--- src/hsbrgb_pkg.sv ---
// shared types, constants and widths for the hsb to rgb converter
package hsbrgb_pkg;

    localparam int HUE_W       = 9;
    localparam int PCT_W       = 7;
    localparam int LEVEL_W     = 8;
    localparam int REM_W       = 6;
    localparam int X_W         = 13;
    localparam int BP_W        = 20;
    localparam int PROD_W      = 28;
    localparam int RECIP_W     = 21;
    localparam int RECIP_SHIFT = 40;
    localparam int WIDE_W      = PROD_W + RECIP_W;
    localparam int NUM_LANES   = 3;

    localparam int FULL_CIRCLE   = 360;
    localparam int SECTOR_SPAN   = 60;
    localparam int PERCENT_FULL  = 100;
    localparam int X_FULL        = SECTOR_SPAN * PERCENT_FULL;
    localparam int LEVEL_DIVISOR = X_FULL * PERCENT_FULL;
    localparam int RECIP_MULT    = 1832519;

    localparam int LANE_RED   = 0;
    localparam int LANE_GREEN = 1;
    localparam int LANE_BLUE  = 2;

    localparam int HSBRGB_QUEUE_DEPTH = 4;

    typedef enum logic [2:0] {
        SECTOR_0 = 3'd0,
        SECTOR_1 = 3'd1,
        SECTOR_2 = 3'd2,
        SECTOR_3 = 3'd3,
        SECTOR_4 = 3'd4,
        SECTOR_5 = 3'd5
    } sector_t;

    typedef struct packed {
        logic             black;
        sector_t          sector;
        logic [REM_W-1:0] rem;
        logic [PCT_W-1:0] sat;
        logic [PCT_W-1:0] bri;
    } item_t;

    typedef struct packed {
        logic full;
        logic empty;
    } queue_status_t;

    typedef struct packed {
        logic advance;
        logic s1_valid;
    } back_status_t;

endpackage

--- src/hsb_to_rgb_converter.sv ---
// top level of the hsb to rgb converter
// Converts hue (degrees), saturation and brightness (percent) into 8-bit red,
// green and blue levels, one transaction per clock sustained while the output is
// not stalled. An accepted input waits in the input fifo and then passes
// through the four-stage arithmetic pipeline (candidate values, brightness
// product, reciprocal divide by 600000, correction into the output register).
// The fifo holds QUEUE_DEPTH transactions, so the input keeps accepting while
// the output is stalled until the fifo fills.
module hsb_to_rgb_converter
    import hsbrgb_pkg::*;
#(
    parameter int QUEUE_DEPTH = HSBRGB_QUEUE_DEPTH
)
(
    input  logic               clk,
    input  logic               rst_n,
    input  logic               in_valid,
    output logic               in_ready,
    input  logic [HUE_W-1:0]   hue_degrees,
    input  logic [PCT_W-1:0]   saturation_pct,
    input  logic [PCT_W-1:0]   brightness_pct,
    output logic               out_valid,
    input  logic               out_ready,
    output logic [LEVEL_W-1:0] red_level,
    output logic [LEVEL_W-1:0] green_level,
    output logic [LEVEL_W-1:0] blue_level
);

    queue_status_t q_status;
    back_status_t  b_status;
    logic          q_push;
    logic          q_pop;
    item_t         push_item;
    item_t         pop_item;

    hsbrgb_front u_front
    (
        .hue_degrees    (hue_degrees),
        .saturation_pct (saturation_pct),
        .brightness_pct (brightness_pct),
        .in_valid       (in_valid),
        .in_ready       (in_ready),
        .q_status       (q_status),
        .push           (q_push),
        .push_item      (push_item)
    );

    hsbrgb_queue #(.DEPTH(QUEUE_DEPTH)) u_queue
    (
        .clk       (clk),
        .rst_n     (rst_n),
        .push      (q_push),
        .push_item (push_item),
        .pop       (q_pop),
        .pop_item  (pop_item),
        .status    (q_status)
    );

    hsbrgb_back u_back
    (
        .clk         (clk),
        .rst_n       (rst_n),
        .q_item      (pop_item),
        .q_valid     (!q_status.empty),
        .pop         (q_pop),
        .out_valid   (out_valid),
        .out_ready   (out_ready),
        .red_level   (red_level),
        .green_level (green_level),
        .blue_level  (blue_level),
        .status      (b_status)
    );

    assert property (@(posedge clk) disable iff (!rst_n)
        (in_valid && in_ready) |=> !q_status.empty)
        else $error("accepted transaction not held in fifo");

    assert property (@(posedge clk) disable iff (!rst_n)
        q_status.full |-> !in_ready)
        else $error("input ready while fifo full");

    assert property (@(posedge clk) disable iff (!rst_n)
        q_pop |=> b_status.s1_valid)
        else $error("popped transaction lost before first stage");

    assert property (@(posedge clk) disable iff (!rst_n)
        (q_pop && !q_push && !q_status.full) |-> !q_status.empty)
        else $error("pop from empty fifo");

endmodule

--- src/hsbrgb_front.sv ---
// front end: accepts transactions, clamps inputs and finds the hue sector
module hsbrgb_front
    import hsbrgb_pkg::*;
(
    input  logic [HUE_W-1:0] hue_degrees,
    input  logic [PCT_W-1:0] saturation_pct,
    input  logic [PCT_W-1:0] brightness_pct,
    input  logic             in_valid,
    output logic             in_ready,
    input  queue_status_t    q_status,
    output logic             push,
    output item_t            push_item
);

    logic [HUE_W-1:0] hue_eff;
    logic [HUE_W-1:0] hue_base;

    assign in_ready = !q_status.full;
    assign push     = in_valid && !q_status.full;

    always_comb
    begin
        hue_eff = (hue_degrees == HUE_W'(FULL_CIRCLE)) ? '0 : hue_degrees;
        push_item.black = (hue_degrees > HUE_W'(FULL_CIRCLE));
        push_item.sat = (saturation_pct > PCT_W'(PERCENT_FULL)) ?
                        PCT_W'(PERCENT_FULL) : saturation_pct;
        push_item.bri = (brightness_pct > PCT_W'(PERCENT_FULL)) ?
                        PCT_W'(PERCENT_FULL) : brightness_pct;
        priority if (hue_eff < HUE_W'(SECTOR_SPAN))
        begin
            push_item.sector = SECTOR_0;
            hue_base         = '0;
        end
        else if (hue_eff < HUE_W'(2 * SECTOR_SPAN))
        begin
            push_item.sector = SECTOR_1;
            hue_base         = HUE_W'(SECTOR_SPAN);
        end
        else if (hue_eff < HUE_W'(3 * SECTOR_SPAN))
        begin
            push_item.sector = SECTOR_2;
            hue_base         = HUE_W'(2 * SECTOR_SPAN);
        end
        else if (hue_eff < HUE_W'(4 * SECTOR_SPAN))
        begin
            push_item.sector = SECTOR_3;
            hue_base         = HUE_W'(3 * SECTOR_SPAN);
        end
        else if (hue_eff < HUE_W'(5 * SECTOR_SPAN))
        begin
            push_item.sector = SECTOR_4;
            hue_base         = HUE_W'(4 * SECTOR_SPAN);
        end
        else
        begin
            push_item.sector = SECTOR_5;
            hue_base         = HUE_W'(5 * SECTOR_SPAN);
        end
        push_item.rem = REM_W'(hue_eff - hue_base);
    end

endmodule

--- src/hsbrgb_queue.sv ---
// small fifo of classified transactions between front and back
module hsbrgb_queue
    import hsbrgb_pkg::*;
#(
    parameter int DEPTH = HSBRGB_QUEUE_DEPTH
)
(
    input  logic          clk,
    input  logic          rst_n,
    input  logic          push,
    input  item_t         push_item,
    input  logic          pop,
    output item_t         pop_item,
    output queue_status_t status
);

    localparam int PTR_W = $clog2(DEPTH);
    localparam int CNT_W = $clog2(DEPTH + 1);

    item_t             mem_reg [DEPTH];
    logic [PTR_W-1:0]  wr_ptr_reg;
    logic [PTR_W-1:0]  wr_ptr_next;
    logic [PTR_W-1:0]  rd_ptr_reg;
    logic [PTR_W-1:0]  rd_ptr_next;
    logic [CNT_W-1:0]  count_reg;
    logic [CNT_W-1:0]  count_next;

    assign status.full  = (count_reg == CNT_W'(DEPTH));
    assign status.empty = (count_reg == '0);
    assign pop_item     = mem_reg[rd_ptr_reg];

    always_comb
    begin
        wr_ptr_next = wr_ptr_reg;
        rd_ptr_next = rd_ptr_reg;
        count_next  = count_reg;
        if (push)
        begin
            wr_ptr_next = (wr_ptr_reg == PTR_W'(DEPTH - 1)) ? '0 : wr_ptr_reg + 1'b1;
        end
        if (pop)
        begin
            rd_ptr_next = (rd_ptr_reg == PTR_W'(DEPTH - 1)) ? '0 : rd_ptr_reg + 1'b1;
        end
        if (push && !pop)
        begin
            count_next = count_reg + 1'b1;
        end
        else if (pop && !push)
        begin
            count_next = count_reg - 1'b1;
        end
    end

    always_ff @(posedge clk or negedge rst_n)
    begin
        if (!rst_n)
        begin
            wr_ptr_reg <= '0;
            rd_ptr_reg <= '0;
            count_reg  <= '0;
        end
        else
        begin
            wr_ptr_reg <= wr_ptr_next;
            rd_ptr_reg <= rd_ptr_next;
            count_reg  <= count_next;
        end
    end

    always_ff @(posedge clk)
    begin
        if (push)
        begin
            mem_reg[wr_ptr_reg] <= push_item;
        end
    end

endmodule

--- src/hsbrgb_back.sv ---
// back end: four-stage pipeline computing the three channel levels
module hsbrgb_back
    import hsbrgb_pkg::*;
(
    input  logic               clk,
    input  logic               rst_n,
    input  item_t              q_item,
    input  logic               q_valid,
    output logic               pop,
    output logic               out_valid,
    input  logic               out_ready,
    output logic [LEVEL_W-1:0] red_level,
    output logic [LEVEL_W-1:0] green_level,
    output logic [LEVEL_W-1:0] blue_level,
    output back_status_t       status
);

    logic advance;
    logic s1_valid_reg;
    logic s2_valid_reg;
    logic s3_valid_reg;
    logic s4_valid_reg;

    logic [X_W-1:0]     x_next     [NUM_LANES];
    logic [X_W-1:0]     x_reg      [NUM_LANES];
    logic [PCT_W-1:0]   bri_reg;
    logic [PROD_W-1:0]  prod_next  [NUM_LANES];
    logic [PROD_W-1:0]  prod2_reg  [NUM_LANES];
    logic [PROD_W-1:0]  prod3_reg  [NUM_LANES];
    logic [LEVEL_W-1:0] qa_next    [NUM_LANES];
    logic [LEVEL_W-1:0] qa_reg     [NUM_LANES];
    logic [LEVEL_W-1:0] level_next [NUM_LANES];
    logic [LEVEL_W-1:0] level_reg  [NUM_LANES];

    logic [X_W-1:0]   sat_rem;
    logic [X_W-1:0]   sat_comp;
    logic [X_W-1:0]   xb;
    logic [X_W-1:0]   xp;
    logic [X_W-1:0]   xq;
    logic [X_W-1:0]   xt;
    logic [REM_W-1:0] rem_comp;
    logic [PCT_W-1:0] sat_inv;

    assign advance        = !s4_valid_reg || out_ready;
    assign pop            = advance && q_valid;
    assign out_valid      = s4_valid_reg;
    assign status.advance  = advance;
    assign status.s1_valid = s1_valid_reg;
    assign red_level      = level_reg[LANE_RED];
    assign green_level    = level_reg[LANE_GREEN];
    assign blue_level     = level_reg[LANE_BLUE];

    // stage 1: candidate values in units of 1/6000 and sector select
    always_comb
    begin
        rem_comp = REM_W'(SECTOR_SPAN) - q_item.rem;
        sat_inv  = PCT_W'(PERCENT_FULL) - q_item.sat;
        sat_rem  = X_W'(q_item.sat) * X_W'(q_item.rem);
        sat_comp = X_W'(q_item.sat) * X_W'(rem_comp);
        xb       = X_W'(X_FULL);
        xp       = X_W'(sat_inv) * X_W'(SECTOR_SPAN);
        xq       = xb - sat_rem;
        xt       = xb - sat_comp;
        unique case (q_item.sector)
            SECTOR_0:
            begin
                x_next[LANE_RED] = xb; x_next[LANE_GREEN] = xt; x_next[LANE_BLUE] = xp;
            end
            SECTOR_1:
            begin
                x_next[LANE_RED] = xq; x_next[LANE_GREEN] = xb; x_next[LANE_BLUE] = xp;
            end
            SECTOR_2:
            begin
                x_next[LANE_RED] = xp; x_next[LANE_GREEN] = xb; x_next[LANE_BLUE] = xt;
            end
            SECTOR_3:
            begin
                x_next[LANE_RED] = xp; x_next[LANE_GREEN] = xq; x_next[LANE_BLUE] = xb;
            end
            SECTOR_4:
            begin
                x_next[LANE_RED] = xt; x_next[LANE_GREEN] = xp; x_next[LANE_BLUE] = xb;
            end
            default:
            begin
                x_next[LANE_RED] = xb; x_next[LANE_GREEN] = xp; x_next[LANE_BLUE] = xq;
            end
        endcase
        if (q_item.black)
        begin
            for (int i = 0; i < NUM_LANES; i++)
            begin
                x_next[i] = '0;
            end
        end
    end

    // stage 2: 255 * bright * x, stage 3: reciprocal estimate, stage 4: correction
    always_comb
    begin
        logic [BP_W-1:0]   bp;
        logic [WIDE_W-1:0] wide;
        logic [PROD_W-1:0] diff;
        for (int i = 0; i < NUM_LANES; i++)
        begin
            bp            = BP_W'(bri_reg) * BP_W'(x_reg[i]);
            prod_next[i]  = {bp, 8'b0} - PROD_W'(bp);
            wide          = WIDE_W'(prod2_reg[i]) * WIDE_W'(RECIP_MULT);
            qa_next[i]    = LEVEL_W'(wide >> RECIP_SHIFT);
            diff          = prod3_reg[i] - PROD_W'(qa_reg[i]) * PROD_W'(LEVEL_DIVISOR);
            level_next[i] = (diff >= PROD_W'(LEVEL_DIVISOR)) ? qa_reg[i] + 1'b1 : qa_reg[i];
        end
    end

    always_ff @(posedge clk or negedge rst_n)
    begin
        if (!rst_n)
        begin
            s1_valid_reg <= 1'b0;
            s2_valid_reg <= 1'b0;
            s3_valid_reg <= 1'b0;
            s4_valid_reg <= 1'b0;
        end
        else if (advance)
        begin
            s1_valid_reg <= q_valid;
            s2_valid_reg <= s1_valid_reg;
            s3_valid_reg <= s2_valid_reg;
            s4_valid_reg <= s3_valid_reg;
        end
    end

    always_ff @(posedge clk)
    begin
        if (advance)
        begin
            bri_reg <= q_item.bri;
            for (int i = 0; i < NUM_LANES; i++)
            begin
                x_reg[i]     <= x_next[i];
                prod2_reg[i] <= prod_next[i];
                prod3_reg[i] <= prod2_reg[i];
                qa_reg[i]    <= qa_next[i];
                level_reg[i] <= level_next[i];
            end
        end
    end

endmodule

--- config.mk ---
export PLATFORM = sky130hd
export DESIGN_NAME = hsb_to_rgb_converter
export DESIGN_NICKNAME = d
export VERILOG_FILES = /design/src/hsbrgb_pkg.sv /design/src/hsb_to_rgb_converter.sv /design/src/hsbrgb_front.sv /design/src/hsbrgb_queue.sv /design/src/hsbrgb_back.sv
export SDC_FILE = /design/constraint.sdc
export NUM_CORES = 2
export LEC_CHECK = 0
export ABC_AREA = 0
export BUFFER_PORTS_ARGS = -buffer_cell sky130_fd_sc_hd__buf_2
export CAP_MARGIN = 0
export CORE_MARGIN = 4
export CORE_UTILIZATION = 47
export DETAILED_ROUTE_END_ITERATION = 8
export GPL_TIMING_DRIVEN = 0
export SLEW_MARGIN = 20
export SYNTH_ARGS = -nofsm -noshare
export SYNTH_HDL_FRONTEND = slang
export SYNTH_SLANG_ARGS = --single-unit
export TNS_END_PERCENT = 10
--- constraint.sdc ---
create_clock -name clk -period 10.7 [get_ports clk]
set_input_delay 1.605 -clock clk [delete_from_list [all_inputs] [get_ports clk]]
set_output_delay 1.605 -clock clk [all_outputs]
set_load 0.005 [all_outputs]
Yosys cells after proc, flatten, opt, wreduce, memory -nomap -nowiden
Memory sizes are Yosys's and may differ from the RTL's. Cells that the tools add are included.

Register bits after elaboration: 18. Memory bits (writable): 351. Input port bits: 27. Output and inout port bits: 26. Word-level logic and storage cells: 102. Memories: 6.

$add $sub $neg: 18. Multiply operators: 12. Magnitude comparators: 11. Equal/unequal tests: 8. Muxes and demuxes: 26. Reduce and logical (&&, ||, !) cells: 13.

Memory list: u_queue.mem_reg (depth 4, bits a word 24, read ports 1, clocked after memory_dff 0, wr ports 1, RTL line hsbrgb_queue.sv:20) `item_t mem_reg [DEPTH];`; u_back.prod2_reg (depth 3, bits a word 28, read ports 3, clocked after memory_dff 0, wr ports 3, RTL line hsbrgb_back.sv:28) `logic [PROD_W-1:0] prod2_reg [NUM_LANES];`; u_back.prod3_reg (depth 3, bits a word 28, read ports 3, clocked after memory_dff 0, wr ports 3, RTL line hsbrgb_back.sv:29) `logic [PROD_W-1:0] prod3_reg [NUM_LANES];`; u_back.x_reg (depth 3, bits a word 13, read ports 3, clocked after memory_dff 0, wr ports 3, RTL line hsbrgb_back.sv:25) `logic [X_W-1:0] x_reg [NUM_LANES];`; u_back.level_reg (depth 3, bits a word 8, read ports 3, clocked after memory_dff 0, wr ports 3, RTL line hsbrgb_back.sv:33) `logic [LEVEL_W-1:0] level_reg [NUM_LANES];`; u_back.qa_reg (depth 3, bits a word 8, read ports 3, clocked after memory_dff 0, wr ports 3, RTL line hsbrgb_back.sv:31) `logic [LEVEL_W-1:0] qa_reg [NUM_LANES];`.

Operators with widths (count): $pmux W39 S5 (1); $mul A28 B21 Y48 const B (3); $ge A28 B20 Y1 const B (3); $sub A28 B20 Y28 (3); $sub A28 B28 Y28 (3); $mul A8 B14 Y22 const B (3); $mul A7 B13 Y20 (3); $mux W39 (1); $mul A7 B6 Y13 (2); $sub A13 B13 Y13 const A (2); $add A8 B1 Y8 const B (3); $mux W6 (4); $mux W8 (3); $lt A9 B8 Y1 const B (2); $mux W3 (6); $gt A7 B7 Y1 const B (2); $mux W7 (2); $mul A7 B4 Y11 const B (1); $eq A9 B9 Y1 const B (1); $gt A9 B9 Y1 const B (1); $lt A9 B6 Y1 const B (1); $lt A9 B7 Y1 const B (1); $lt A9 B9 Y1 const B (1); $mux W9 (1); 18 further kinds (35).

Logic depth before layout (Yosys ltp)
Depth in word-level cells: 9. Gate-level depth with buffers: 31. Gate-level depth less buffers: 30.

Hierarchy
From an unflattened synthesis, not the netlist that was laid out.

Cell total of the unflattened synthesis: 6344. Area, all modules: 64038.9 µm².

Modules (own cells, without submodules): hsbrgb_back (times used 1, cells each 6104, area each 59651.0 µm², sequential area each 7427.1 µm²); hsbrgb_queue (times used 1, cells each 163, area each 3923.8 µm², sequential area each 3057.9 µm²); hsbrgb_front (times used 1, cells each 76, area each 460.4 µm², sequential area each 0.0 µm²); hsb_to_rgb_converter (times used 1, cells each 1, area each 3.8 µm², sequential area each 0.0 µm²).

Worst setup path after synthesis
Ideal clock, no wire load.

Path type: input to register. Start: in out_ready. End: reg u_queue.count_reg[1]. Library setup time: 0.125 ns. Data arrival time: 9.231 ns. Data required time: 10.575 ns. Path slack: 1.344 ns. Stages on the path: 7. Path through: nand2b_1 > o31a_1 > inv_1 > ha_1 > inv_1 > fa_1 > mux2_2.

Word-level cells in the longest chain between the ends: 5.

RTL lines: start: declaration (RTL line hsb_to_rgb_converter.sv:23) `input logic out_ready,`; $logic_or A1 B1 Y1 (RTL line hsbrgb_back.sv:44) `assign advance = !s4_valid_reg || out_ready;`; $logic_and A1 B1 Y1 (RTL line hsbrgb_back.sv:45) `assign pop = advance && q_valid;`; $logic_not A1 Y1 (RTL line hsbrgb_queue.sv:45) `if (push && !pop)`; $logic_and A1 B1 Y1 (RTL line hsbrgb_queue.sv:45); $mux W3 (RTL line hsbrgb_queue.sv:45); net u_queue.count_next[1] (RTL line hsbrgb_queue.sv:26) `logic [CNT_W-1:0] count_next;`; end signal: assignment (RTL line hsbrgb_queue.sv:67) `count_reg <= count_next;`; end: declaration (RTL line hsbrgb_queue.sv:25) `logic [CNT_W-1:0] count_reg;`.

The timed path passes the listed nets, and every way through them passes these cells. A chain may end at the register's enable or synchronous reset.

==> results.md <==
* Status: complete, no violations
* Sequential element share of the synthesized area at 16.3%
* First-pass GRT wire length at 255000 um
* Top-count cell post-synth: inv_1
* Grt total ovfl at 0
* Die height at 378 um
* Yosys top cell area share at 31.1%
* CTS Sinks at 351
* Adder-Cell Fraction of Synth Area at 50.5%
* CP required at 11.07 ns
* H-tree levels at 2
* Commonest cells post-synth: inv_1 (1665), fa_1 (1003), ha_1 (998), nand2_1 (391), edfxtp_1 (340)
* Post-synth cell types at 84
* Worst hold path type: reg -> reg
* Xor and xnor area share after synthesis at 3.94%
* Tot GR Track Use at 22.4%
* Layout cell share with drive strength beyond 1 at 3.29%
* Nets@finish at 8618
* CTS tree: yes
* Max reg flops at 96
* Data arrival, critical path at 8.93 ns
* Min cycle time layout at 8.56 ns
* Synth Instances at 6485
* Full die area at 143000 um^2
* Post-CTS Resized at 0
* Fmax at 117 MHz
* Slew @ Worst Pin at 1.18 ns
* Post-Syn Area at 64500 um^2
* Worst Setup End Kind: flop
* # DRC at 0
* Net count after synthesis at 8513
* Worst setup SP type: flop
* CTS Buffer Depth at 3
* Compound-gate portion of the synthesized area at 9.27%
* Post-synth top flop: edfxtp_1
* Core box area at 136000 um^2
* Syn avg cell area at 9.95 um^2
* Wire length per cell at 18.3 um
* Synth area leaders: fa_1 (31%), ha_1 (19%), edfxtp_1 (16%), inv_1 (9.7%), xnor2_1 (2.7%)
* Clk root buf: clkbuf_16
* Initial antenna violation count at 0
* Post-DRT Antenna Nets at 0
* Ports at 53
* Number of buffers created by CTS at 47
* Post-DP HPWL at 133000 um
* Area Growth Syn to Fin at 6.57%
* Hold-fix buffers at CTS at 0
* Vias in the first global route at 47200
* FF+latch count, synth at 351
* Mux cell area share after synthesis at 1.21%
* Via/cell ratio at 5.31
* RSZ-0062 raised after global routing: no
* Worst skew pair latency at 0.64 ns
* 1st-iter DRT viols at 2675
* Post-synth EDFFs at 340
* Crit path max fanout at 10
* First-pass DRT Iterations at 7
* Final wirelength at 154000 um
* Clock Skews at 0.0279 ns
* Fraction of registers with async set/reset at 3.13%
* Max-Cap Viols at 0
* Final Non-Filler Cells at 8409
* Worst-path clk slew at 0.06 ns
* Placed cell count at 8322
* Largest family of logic cells by synthesized area: adder cells
* Setup Fix Bufs, Post-CTS at 0
* Min Hold Slack at 0.474 ns
* Die Width at 378 um
* Top cell type by total area after synthesis: fa_1
* Final Max Tran Viols at 0
* Placed Instance Area at 67100 um^2
* IO Port Bufs at 51
* Fin crit share at 80.0%
* Final instance area at 68700 um^2
* Setup Crit Path Kind: reg -> reg
* Setup_tns at 0 ns
* Final setup vio count at 0
* Starting Density at 47.4%
* Relative slew slack at 19.5%
* Worst R2R Setup Slack at 2.14 ns
* Simple-Gate Fraction of Synth Area at 8.60%
* Final hold vios at 0
* Cell row count at 135
* GPL Wtd Cong at 0.943
* Pin count of the biggest net entering global routing at 54
* Vias after detailed routing at 44700
* Synth Warn # at 0
placed cells by master, fill, tap and decap left out, drive strengths merged, types with 11 or more instances in the layout:
cell type / netlist / layout
inv: 1665 / 1674
fa: 1003 / 1003
ha: 998 / 998
nand2: 391 / 391
edfxtp: 340 / 340
a21oi: 245 / 245
nor2: 215 / 215
xnor2: 199 / 199
o21ai: 145 / 145
a21o: 143 / 143
and2: 133 / 133
clkbuf: 78 / 129
xor2: 91 / 91
nor3: 75 / 75
buf: 11 / 67
nand3: 63 / 63
o21a: 46 / 46
nand4: 40 / 40
nor2b: 40 / 40
o21bai: 35 / 35
nand2b: 35 / 35
a211oi: 32 / 32
or3: 31 / 31
a31oi: 31 / 31
and3: 30 / 30
o211ai: 26 / 26
a2111oi: 25 / 25
mux4: 21 / 21
or2: 18 / 18
clkinv: 2 / 18
mux2i: 17 / 17
nor4: 16 / 16
a311oi: 15 / 15
o31ai: 14 / 14
o22ai: 13 / 13
a221oi: 13 / 13
mux2: 12 / 12
o221ai: 11 / 11
a22oi: 11 / 11
dfrtp: 11 / 11
worst max-delay path, stage by stage (launching register included):
cell,delay [ns]
edfxtp_1,0.46
clkbuf_1,0.60
clkbuf_1,0.52
nand2_1,0.16
fa_1,0.54
fa_1,0.56
inv_1,0.05
fa_1,0.49
fa_1,0.42
ha_1,0.23
or3_1,0.37
nor3_1,0.33
o31ai_1,0.13
a21oi_1,0.18
xor2_1,0.57
ha_1,0.36
clkbuf_1,0.19
nand4_1,0.13
nor3_1,0.06
a32o_1,0.29
o41ai_1,0.68
o2111ai_1,0.29
a211oi_1,0.39
nand3_1,0.13
xor2_1,0.17
worst paths after layout:
check,startpoint,end,cells past startpoint
max,u_back.bri_reg[1],u_back.prod2_reg[0][24],24
min,u_back.s3_valid_reg,u_back.out_valid,1
max reg2reg,u_back.bri_reg[1],u_back.prod2_reg[0][24],24
min reg2reg,u_back.s3_valid_reg,u_back.out_valid,1
max in group asynchronous,rst_n,u_back.s2_valid_reg,1
min in group asynchronous,rst_n,u_queue.wr_ptr_reg[1],1
cell families (layout without fill, tap and decap cells):
logic type / Yosys count / in the layout
compound gates: 900 / 900
xor+xnor: 290 / 290
fa+ha+maj: 2001 / 2001
buf+inv: 1756 / 1898
flops: 351 / 351
mux: 50 / 50
other cells: 0 / 1
simple gates: 1137 / 1137
metal layers:
| layer | routed length (um) | vias to the layer above | share of wire, % | GRT usage [%] |
|---|---|---|---|---|
| li1 | - | 21200 | - | - |
| met1 | 72100 | 22300 | 47 | 32.3 |
| met2 | 70800 | 987 | 46 | 36.2 |
| met3 | 8130 | 162 | 5.3 | 3.19 |
| met4 | 3160 | 0 | 2.0 | 4.56 |
| met5 | 0 | - | 0 | 0 |
area by class of cell:
type / count / area, um^2
antenna: 1 / 2.50
clock buffer: 51 / 1210
buffer: 89 / 348
timing repair buffer: 56 / 393
multi-input combinational: 4378 / 47400
tap: 1781 / 2230
inverter: 1667 / 6260
sequential: 351 / 10500
fill: 12500 / 67200
clock inverter: 35 / 385
per-stage QoR:
step                      utilization, %  worst slack (ns)
after detailed placement            49.4              2.23
after global placement              49.3             -1.80
after CTS                           50.5              2.17
after global routing                50.6              1.64
final                               50.6              2.14
after floorplan                        -              1.34
Power is left out: the tool's default activity adds up to more than one toggle a clock period on the data nets, which glitch-free logic cannot reach.
